<file path="config.mk">
export PLATFORM = sky130hd
export DESIGN_NAME = stable_priority_queue_top
export DESIGN_NICKNAME = d
export VERILOG_FILES = /design/src/rtl/core/spq_pkg.sv /design/src/rtl/core/spq_cell.sv /design/src/rtl/core/stable_priority_queue_top.sv
export SDC_FILE = /design/constraint.sdc
export NUM_CORES = 1
export LEC_CHECK = 0
export BUFFER_PORTS_ARGS = -buffer_cell sky130_fd_sc_hd__buf_2
export CAP_MARGIN = 25
export CORE_ASPECT_RATIO = 0.8
export CORE_MARGIN = 2
export CORE_UTILIZATION = 39
export CTS_BUF_LIST = sky130_fd_sc_hd__clkbuf_16
export CTS_CLUSTER_DIAMETER = 120
export DETAILED_ROUTE_END_ITERATION = 10
export PLACE_DENSITY_LB_ADDON = 0.15
export SYNTH_ARGS = -nofsm -noshare
export SYNTH_HDL_FRONTEND = slang
export SYNTH_SLANG_ARGS = --single-unit
</file>
<file path="constraint.sdc">
create_clock -name clk -period 13.25 [get_ports clk]
set_clock_uncertainty 0.15 [all_clocks]
set_input_delay 2.65 -clock clk [delete_from_list [all_inputs] [get_ports clk]]
set_output_delay 2.65 -clock clk [all_outputs]
set_load 0.02 [all_outputs]
</file>
<file path="src/rtl/core/spq_pkg.sv">
// Stable priority queue package: sizes, operation and status codes,
// payload structs for both channels and the per-cell slot and command types.
// No dependencies.
package spq_pkg;

	localparam int DEPTH      = 16;
	localparam int DATA_WIDTH = 32;
	localparam int PRIO_W     = 8;
	localparam int OCC_W      = 5;
	localparam int CNT_W      = $clog2(DEPTH + 1);

	localparam logic FUNC_ENQ = 1'b0;
	localparam logic FUNC_DEQ = 1'b1;

	localparam logic [1:0] STAT_OK    = 2'd0;
	localparam logic [1:0] STAT_EMPTY = 2'd1;
	localparam logic [1:0] STAT_FULL  = 2'd2;

	typedef struct packed {
		logic                  func;
		logic [PRIO_W-1:0]     job_priority;
		logic [DATA_WIDTH-1:0] job_data;
	} cmd_item_t;

	typedef struct packed {
		logic [PRIO_W-1:0]     out_priority;
		logic [DATA_WIDTH-1:0] out_data;
		logic [1:0]            status;
		logic                  queue_empty;
		logic [OCC_W-1:0]      occupancy;
	} rsp_item_t;

	typedef struct packed {
		logic [PRIO_W-1:0]     prio;
		logic [DATA_WIDTH-1:0] data;
	} slot_t;

	typedef struct packed {
		logic  enq;
		logic  deq;
		slot_t new_slot;
	} cell_cmd_t;

endpackage

</file>
<file path="src/rtl/core/spq_cell.sv">
// One slot of the sorted chain: holds a job and moves it toward either
// neighbor on enqueue or dequeue. Depends on spq_pkg.
module spq_cell (
	input  logic               clk,
	input  spq_pkg::cell_cmd_t cmd,
	input  logic               occupied,
	input  logic               left_keep,
	input  spq_pkg::slot_t     left_slot,
	input  spq_pkg::slot_t     right_slot,
	output logic               keep,
	output spq_pkg::slot_t     slot
);
	import spq_pkg::*;

	slot_t slot_q;

	// held job stays in place when it ranks ahead of or equal to the new one
	assign keep = occupied && (slot_q.prio >= cmd.new_slot.prio);
	assign slot = slot_q;

	always_ff @(posedge clk) begin
		if (cmd.deq) begin
			slot_q <= right_slot;
		end else if (cmd.enq && !keep) begin
			if (left_keep) begin
				slot_q <= cmd.new_slot;
			end else begin
				slot_q <= left_slot;
			end
		end
	end

endmodule

</file>
<file path="src/rtl/core/stable_priority_queue_top.sv">
// Stable priority queue top level: row of spq_cell slots, occupancy counter
// and registered response stage. Depends on spq_pkg and spq_cell.
//
// Usage:
//   cmd channel (cmd_valid, cmd_stall, cmd) carries one operation per
//   transfer: enqueue a job (priority, data word) or dequeue the front job.
//   rsp channel (rsp_valid, rsp_stall, rsp) returns exactly one response per
//   command: dequeued job or zeros, status, empty flag and occupancy.
//   Higher priority leaves first; equal priorities leave in arrival order.
//   Dequeue on empty and enqueue on full report a status and change nothing.
// Latency: the response is valid the cycle after the command transfer.
// Throughput: one command per cycle while cmd_stall is low. Every cell updates
//   from its neighbors in parallel, so insert and remove both finish together.
// Reset: the queue is empty and no response is pending; slot contents are
//   not cleared since only occupied slots are ever read.
// Stall: while a response waits under rsp_stall, cmd_stall is raised; the
//   response is held unchanged until it transfers.
module stable_priority_queue_top (
	input  logic               clk,
	input  logic               arst_n,
	input  logic               cmd_valid,
	output logic               cmd_stall,
	input  spq_pkg::cmd_item_t cmd,
	output logic               rsp_valid,
	input  logic               rsp_stall,
	output spq_pkg::rsp_item_t rsp
);
	import spq_pkg::*;

	logic             accept;
	logic             do_enq;
	logic             do_deq;
	logic [CNT_W-1:0] count_q;
	logic [CNT_W-1:0] count_d;
	cell_cmd_t        cell_cmd;
	slot_t            slot [DEPTH];
	logic             keep [DEPTH];
	logic             rsp_valid_q;
	rsp_item_t        rsp_q;
	rsp_item_t        rsp_d;

	assign cmd_stall = rsp_valid_q && rsp_stall;
	assign accept    = cmd_valid && !cmd_stall;
	assign do_enq    = accept && (cmd.func == FUNC_ENQ) && (count_q != CNT_W'(DEPTH));
	assign do_deq    = accept && (cmd.func == FUNC_DEQ) && (count_q != '0);

	always_comb begin
		cell_cmd.enq               = do_enq;
		cell_cmd.deq               = do_deq;
		cell_cmd.new_slot.prio     = cmd.job_priority;
		cell_cmd.new_slot.data     = cmd.job_data;
	end

	for (genvar i = 0; i < DEPTH; i++) begin : g_cell
		logic  occ;
		logic  lk;
		slot_t ls;
		slot_t rs;

		assign occ = CNT_W'(i) < count_q;

		if (i == 0) begin : g_head
			assign lk = 1'b1;
			assign ls = cmd.func ? slot[i] : cell_cmd.new_slot;
		end else begin : g_body
			assign lk = keep[i-1];
			assign ls = slot[i-1];
		end

		if (i == DEPTH - 1) begin : g_tail
			assign rs = slot[i];
		end else begin : g_mid
			assign rs = slot[i+1];
		end

		spq_cell u_cell (
			.clk        (clk),
			.cmd        (cell_cmd),
			.occupied   (occ),
			.left_keep  (lk),
			.left_slot  (ls),
			.right_slot (rs),
			.keep       (keep[i]),
			.slot       (slot[i])
		);
	end

	always_comb begin
		count_d = count_q;
		if (do_enq) begin
			count_d = count_q + CNT_W'(1);
		end else if (do_deq) begin
			count_d = count_q - CNT_W'(1);
		end

		rsp_d.out_priority = '0;
		rsp_d.out_data     = '0;
		rsp_d.status       = STAT_OK;
		if (do_deq) begin
			rsp_d.out_priority = slot[0].prio;
			rsp_d.out_data     = slot[0].data;
		end
		if (cmd.func == FUNC_DEQ && count_q == '0) begin
			rsp_d.status = STAT_EMPTY;
		end else if (cmd.func == FUNC_ENQ && count_q == CNT_W'(DEPTH)) begin
			rsp_d.status = STAT_FULL;
		end
		rsp_d.queue_empty = (count_d == '0);
		rsp_d.occupancy   = OCC_W'(count_d);
	end

	always_ff @(posedge clk or negedge arst_n) begin
		if (!arst_n) begin
			count_q     <= '0;
			rsp_valid_q <= 1'b0;
		end else begin
			count_q <= count_d;
			if (accept) begin
				rsp_valid_q <= 1'b1;
			end else if (!rsp_stall) begin
				rsp_valid_q <= 1'b0;
			end
		end
	end

	always_ff @(posedge clk) begin
		if (accept) begin
			rsp_q <= rsp_d;
		end
	end

	assign rsp_valid = rsp_valid_q;
	assign rsp       = rsp_q;

endmodule

</file>
==> impl_metrics.toml, run 1 <==
[synthesis]
synthCells = 3612
syn_avg_cell_area_um2 = 10.6
async_reset_ff_share_pct = 0.865
yosysSeqAreaShare_pct = 54.4
syn-num-nets = 3789
ys_types = 57
synth_area_um2 = 38300
synth_edf_count = 688
synth_seq_cells = 694
ys_warn_count = 0
synth_top_flop_cell = "edfxtp_1"

[clock_network]
post_cts_resized = 0
clk_root_buffer_cell = "clkbuf_16"
htree_levels = 3
cts_buffer_depth = 3
cts.sinks = 694
cts_tree = "yes"
clk_pin_slew_worst_paths_ns = 0.07
cts_setup_buffers = 0
cts_hold_buf = 0
cts_buffers = 79
clock_latency_ns = 0.66

[floorplan]
die_area_um2 = 101000
initial_core_util_pct = 39.5
io_pins = 95
die_x_um = 354
core_um2 = 97000
rows = 102
die-height_um = 284

[finish]
final_cell_mix = "edfxtp_1 (688), o21ai_0 (571), nand2_1 (482)"
drive_gt1_share_pct = 9.01
layout_commonest_cell = "edfxtp_1"
final.fill_count = 9214
fin_nets = 3704
area_growth_pct = 10.7
post-route-util_pct = 43.7

[critical_path]
worstPathRequired_ns = 13.40
critPathMaxStageDelay_ns = 0.80
slowest_stage = "nand2_2"
setup.worst_path.class = "input pin to flop"
r2r-start = "count_q[1]$_DFF_PN0_"
r2r_cells = 8
cp_num_buf_inv = 5
critPathCaptureType = "flop"
worstReg2RegEnd = "g_cell[1].u_cell.slot[8]$_DFFE_PP_"
rrSetupSlack_ns = 7.95
arrival_ns = 6.77
cp_common_cell = "buf_4"
startpoint_type = "input pin"
critical-path-top-delay-family = "buffers and inverters"
worstPathMaxFanout = 71
crit_chain = "buf_2 -> a21boi_4 -> buf_4 -> nand3_4 -> buf_4 -> buf_4 -> nand2_2 -> buf_4"

[drt]
routed_wl_mm = 125
via_per_inst = 5.95
drcViolationCount = 0
ant_nets = 0
wl_per_cell_um = 25.5
vias = 29100
drt_iter0_drc = 3118
firstDrtPassIters = 5

[power_and_ir_drop]
power_density_nw_per_um2 = 204
max-vdd-ir-drop_uv = 162
combPwrFrac_pct = 34.4
power_frac_seq_pct = 40.4
netSwitchingFraction_pct = 37.7
leakagePower_nw = 16.3
p_switching_mw = 3.26
intPower_mw = 5.38
p_clk_share_pct = 25.3

[sta]
min_period_ns = 6.62
slew_violations = 0
setup-violations-final = 0
slew_headroom_pct = 29.7
setup_tns_ns = 0
fin_hold_ws_ns = 0.366
rsz0062_at_grt = "false"
fin_ws_ns = 6.63
fmax_ghz = 0.151
hold_viol_final = 0
worstMarginPinSlew_ns = 1.05
finalCritPeriodShare_pct = 50.0

[global_routing]
grt_start_max_net_pins = 239
grt_pass1_wl_mm = 185
grt_pass1_vias = 27300
grt_usage_pct = 24.2
gr-total-overflow = 0
antenna_found_initial = 3

[place]
port_buffers = 94
hpwl_mm = 72.5
gp_congestion = 0.831
pre_cts_slack_ns = 5.92

[outcome]
status = "finished, final reports clean"

[hold_path]
hp-class = "flop to flop"
holdPathStages = 2
whs_endpoint = "g_cell[14].u_cell.slot[4]$_DFFE_PP_"
hold_start = "g_cell[15].u_cell.slot[4]$_DFFE_PP_"

[flow_run]
cap_violations = 0
-- power groups by stage --
stage | Clock (mW) | Combinational, mW | Sequential (mW)
2_1_floorplan | 0 | 1.96 | 3.41
3_3_place_gp | 0 | 2.90 | 3.52
3_5_place_dp | 0 | 2.94 | 3.52
4_1_cts | 2.22 | 2.94 | 3.48
5_1_grt | 2.30 | 3.21 | 3.55
6_report | 2.18 | 2.97 | 3.49
-- registers in the layout (all words and copies together) (netlist names) --
register	cells
g_cell.u_cell.slot	640
rsp	48
count_q	5
rsp_valid	1
-- layer usage --
metal | wire [µm] | vias to the layer above | part of all wire [%] | GRT usage (%)
met5 | 0 | - | 0 | 0
met4 | 2570 | 0 | 2.1 | 5.39
met3 | 9070 | 136 | 7.3 | 3.69
met2 | 51800 | 1083 | 41 | 34.6
met1 | 61400 | 14600 | 49 | 38.2
li1 | - | 13300 | - | -
-- final cells by class --
cell class                 instances  area (µm²)  share of cell area [%]
inverter                          74         278                   0.655
timing repair buffer             163        1050                    2.47
clock buffer                      81        2030                    4.78
clock inverter                    59         459                    1.08
antenna                            3        7.51                  0.0177
multi-input combinational       2515       16100                    38.1
sequential                       694       20800                    49.1
tap                             1300        1630                    3.84
-- how the worst max path moves through the flow --
stage	to	startpoint	slack, ns	depth (start not counted)
after detailed placement	g_cell[1].u_cell.slot[8]$_DFFE_PP_	rsp_stall	5.92	8
after floorplan	g_cell[2].u_cell.slot[0]$_DFFE_PP_	cmd_valid	4.19	4
after global placement	g_cell[1].u_cell.slot[8]$_DFFE_PP_	rsp_stall	6.00	8
final	g_cell[1].u_cell.slot[8]$_DFFE_PP_	rsp_stall	6.63	8
after CTS	g_cell[1].u_cell.slot[8]$_DFFE_PP_	rsp_stall	6.62	8
after global routing	g_cell[1].u_cell.slot[2]$_DFFE_PP_	rsp_stall	6.40	8
-- worst min-delay path, cell delays in order, from the launching register on --
cell and delay, ns:
edfxtp_1 0.32, nand2_1 0.04, o21ai_0 0.06
-- kinds of logic (layout without fill, tap and decap cells) --
family / count (synthesis) / after routing / share of synthesized area (%)
adders and majority gates: 132 / 132 / 4.31
other: 0 / 3 / 0
and+or+nand+nor: 922 / 922 / 10.5
buffers and inverters: 403 / 377 / 4.34
DFF: 694 / 694 / 54.4
xor gates and xnor gates: 4 / 4 / 0.0915
muxes: 390 / 390 / 10.2
AOI/OAI and AO/OA: 1067 / 1067 / 16.3
-- Yosys cell counts, types with 6 or more instances --
master / instances / share of area [%]
a21o_1: 26 / 0.51
a21oi_1: 151 / 2.0
a311o_1: 42 / 1.1
a31oi_1: 162 / 2.6
and2_1: 42 / 0.69
buf_1: 13 / 0.13
buf_2: 94 / 1.2
clkbuf_1: 218 / 2.1
dfrtp_1: 6 / 0.39
edfxtp_1: 688 / 54
ha_1: 132 / 4.3
inv_1: 74 / 0.73
mux2i_1: 390 / 10
nand2_1: 491 / 4.8
nand2b_1: 8 / 0.13
nand3_1: 18 / 0.24
nand4_1: 11 / 0.18
nor2_1: 212 / 2.1
nor3_1: 8 / 0.10
nor4_1: 40 / 0.65
o21a_1: 15 / 0.29
o21ai_0: 572 / 7.5
o21ai_1: 7 / 0.091
o221ai_1: 13 / 0.30
o311ai_0: 40 / 0.92
or3_1: 81 / 1.3
-- per-stage QoR --
| stage | instance area, µm² | power [mW] | std cells |
|---|---|---|---|
| 2_1_floorplan | 38300 | 5.37 | 3612 |
| 3_3_place_gp | 39900 | 6.42 | 4745 |
| 3_5_place_dp | 39900 | 6.46 | 4745 |
| 4_1_cts | 42400 | 8.65 | 4885 |
| 5_1_grt | 42400 | 9.06 | 4887 |
| 6_report | 42400 | 8.65 | 4889 |
No activity file was read; power rests on OpenSTA's default activity.
==> run 2, diff against run 1 <==
--- a/config.mk
+++ b/config.mk
@@ -5,6 +5,7 @@
 export SDC_FILE = /design/constraint.sdc
 export NUM_CORES = 1
 export LEC_CHECK = 0
+export ABC_AREA = 1
 export BUFFER_PORTS_ARGS = -buffer_cell sky130_fd_sc_hd__buf_2
 export CAP_MARGIN = 25
 export CORE_ASPECT_RATIO = 0.8
==> constraint.sdc (replaced) <==
create_clock -name clk -period 5.4 [get_ports clk]
set_clock_uncertainty 0.15 [all_clocks]
set_input_delay 1.08 -clock clk [delete_from_list [all_inputs] [get_ports clk]]
set_output_delay 1.08 -clock clk [all_outputs]
set_load 0.02 [all_outputs]
==> run 2 against run 1 <==
  * Die area up 7.4%
  * First-iteration DRC count up 26%
  * Clock power up 140%
  * Largest power group unchanged
  * Highest routed layer unchanged
==> impl_metrics.toml, run 2 <==
[drt]
ant_nets = 0
vias = 36300
wl_per_cell_um = 21.7
drt_iter0_drc = 3916
firstDrtPassIters = 6
routed_wl_mm = 145
drcViolationCount = 0
via_per_inst = 5.45

[power_and_ir_drop]
max-vdd-ir-drop_uv = 321
power_frac_seq_pct = 40.0
p_switching_mw = 8.63
leakagePower_nw = 21.8
combPwrFrac_pct = 35.4
intPower_mw = 12.9
power_density_nw_per_um2 = 476
netSwitchingFraction_pct = 40.1
p_clk_share_pct = 24.6

[synthesis]
ys_warn_count = 0
async_reset_ff_share_pct = 0.865
synthCells = 5285
synth_top_area_share_pct = 50.2
yosysSeqAreaShare_pct = 50.6
synth.top_cells.by_count = "nand2_1 (2032), nand3_1 (1185), edfxtp_1 (688)"
synth_area_um2 = 41200
synth_edf_count = 688
synth_seq_cells = 694
ys_types = 29
synthTopCellsByArea = "edfxtp_1 (50%), nand2_1 (19%), nand3_1 (14%)"
syn-num-nets = 5462
yosysMostFrequentCell = "nand2_1"
netlist.top_cell.by_area = "edfxtp_1"
synth_top_flop_cell = "edfxtp_1"
syn_avg_cell_area_um2 = 7.79

[global_routing]
grt_pass1_wl_mm = 218
grt_start_max_net_pins = 154
grt_usage_pct = 26.4
grt_pass1_vias = 35800
antenna_found_initial = 0
gr-total-overflow = 0

[critical_path]
rrSetupSlack_ns = 1.80
r2r-start = "count_q[0]$_DFF_PN0_"
cp_num_buf_inv = 5
startpoint_type = "input pin"
critPathMaxStageDelay_ns = 0.50
critical-path-top-delay-family = "buffers and inverters"
cp_common_cell = "nand2_1"
r2r_cells = 8
worstPathRequired_ns = 5.55
setup.worst_path.class = "input pin to flop"
crit_chain = "buf_2 -> inv_1 -> buf_4 -> ha_1 -> a21oi_1 -> nand2_1 -> nand2_1 -> nand2_1 -> buf_4 -> nand2_1 -> nand2_1 -> nand2_1 -> buf_4"
worstPathMaxFanout = 41
arrival_ns = 3.82
slowest_stage = "inv_1"
worstReg2RegEnd = "g_cell[13].u_cell.slot[8]$_DFFE_PP_"
critPathCaptureType = "flop"

[hold_path]
hp-class = "input pin to async pin"

[place]
placed_area_um2 = 42800
gp_congestion = 0.865
hpwl_mm = 94.0
port_buffers = 94

[clock_network]
cts_buffer_depth = 3
clock_latency_ns = 0.67
cts_tree = "yes"
cts_buffers = 76
clk_root_buffer_cell = "clkbuf_16"
htree_levels = 3
cts_hold_buf = 0
cts_setup_buffers = 0
post_cts_resized = 0
clk_pin_slew_worst_paths_ns = 0.07
cts.sinks = 694

[finish]
fin_nets = 5371
largest_reg_flops = 640
post-route-util_pct = 43.3
layout_commonest_cell = "nand2_1"
antenna_cells = 0
area_growth_pct = 9.89
final.fill_count = 10900
drive_gt1_share_pct = 6.13
finalInstanceArea_um2 = 45200
final_cell_mix = "nand2_1 (2023), nand3_1 (1185), inv_1 (695)"

[sta]
fmax_ghz = 0.273
fin_hold_ws_ns = 0.0812
min_period_ns = 3.67
slew_violations = 0
finalCritPeriodShare_pct = 67.9
worstMarginPinSlew_ns = 1.03
hold_viol_final = 0
setup-violations-final = 0
slew_headroom_pct = 31.5
rsz0062_at_grt = "false"
setup_tns_ns = 0

[floorplan]
die-height_um = 295
rows = 106
die_area_um2 = 108000
io_pins = 95
die_x_um = 367
core_um2 = 105000
initial_core_util_pct = 39.4

[outcome]
status = "finished, final reports clean"

[flow_run]
cap_violations = 0
run 2: worst max path at each step:
| stage | start | endpoint | slack [ns] | cells past startpoint |
|---|---|---|---|---|
| finish | cmd[35] | g_cell[2].u_cell.slot[13]$_DFFE_PP_ | 1.73 | 13 |
| global route | cmd[35] | g_cell[2].u_cell.slot[15]$_DFFE_PP_ | 1.60 | 13 |
| CTS | cmd[35] | g_cell[2].u_cell.slot[15]$_DFFE_PP_ | 1.83 | 13 |
| detailed placement | cmd[35] | g_cell[2].u_cell.slot[11]$_DFFE_PP_ | 1.11 | 13 |
| global placement | cmd[35] | g_cell[2].u_cell.slot[11]$_DFFE_PP_ | 1.11 | 13 |
| floorplan | cmd[37] | g_cell[15].u_cell.slot[0]$_DFFE_PP_ | 0.29 | 8 |
run 2: logic make-up after synthesis:
| group | count (synthesis) | synth area share (%) |
|---|---|---|
| compound gates | 102 | 1.38 |
| xor+xnor | 3 | 0.0639 |
| fa+ha+maj | 132 | 4.01 |
| buf+inv | 1044 | 10.1 |
| flops | 694 | 50.6 |
| simple gates | 3310 | 33.9 |
run 2: layout make-up:
| type | count | area (µm²) | area share, % |
|---|---|---|---|
| well taps | 1404 | 1760 | 3.88 |
| clock inverters | 59 | 455 | 1.01 |
| multi-input cells | 3547 | 16300 | 36.0 |
| flip-flops and latches | 694 | 20800 | 46.0 |
| clock buffers | 78 | 1950 | 4.32 |
| repair buffers | 193 | 1410 | 3.13 |
| inverters | 682 | 2570 | 5.68 |
run 2: power groups by stage:
| stage | Sequential (mW) | Clock, mW | Combinational, mW |
|---|---|---|---|
| 6_report | 8.59 | 5.30 | 7.61 |
| 5_1_grt | 8.69 | 5.55 | 8.54 |
| 4_1_cts | 8.59 | 5.37 | 7.55 |
| 3_5_place_dp | 8.69 | 0 | 7.53 |
| 3_3_place_gp | 8.70 | 0 | 7.41 |
| 2_1_floorplan | 8.36 | 0 | 5.21 |
run 2: through the flow:
stage          setup WS [ns]  cells  power, mW
3_5_place_dp            1.11   6519       16.2
5_1_grt                 1.60   6657       22.8
6_report                1.73   6657       21.5
3_3_place_gp            1.11   6518       16.1
4_1_cts                 1.83   6656       21.5
2_1_floorplan          0.290   5285       13.6
run 2: per-layer routing:
metal | global-route usage, % | up-vias | routed length [µm]
met4 | 8.23 | 0 | 4490
met2 | 44.4 | 1347 | 69800
met1 | 34.9 | 17800 | 60700
met5 | 0 | - | 0
li1 | - | 16900 | -
met3 | 4.12 | 273 | 9780
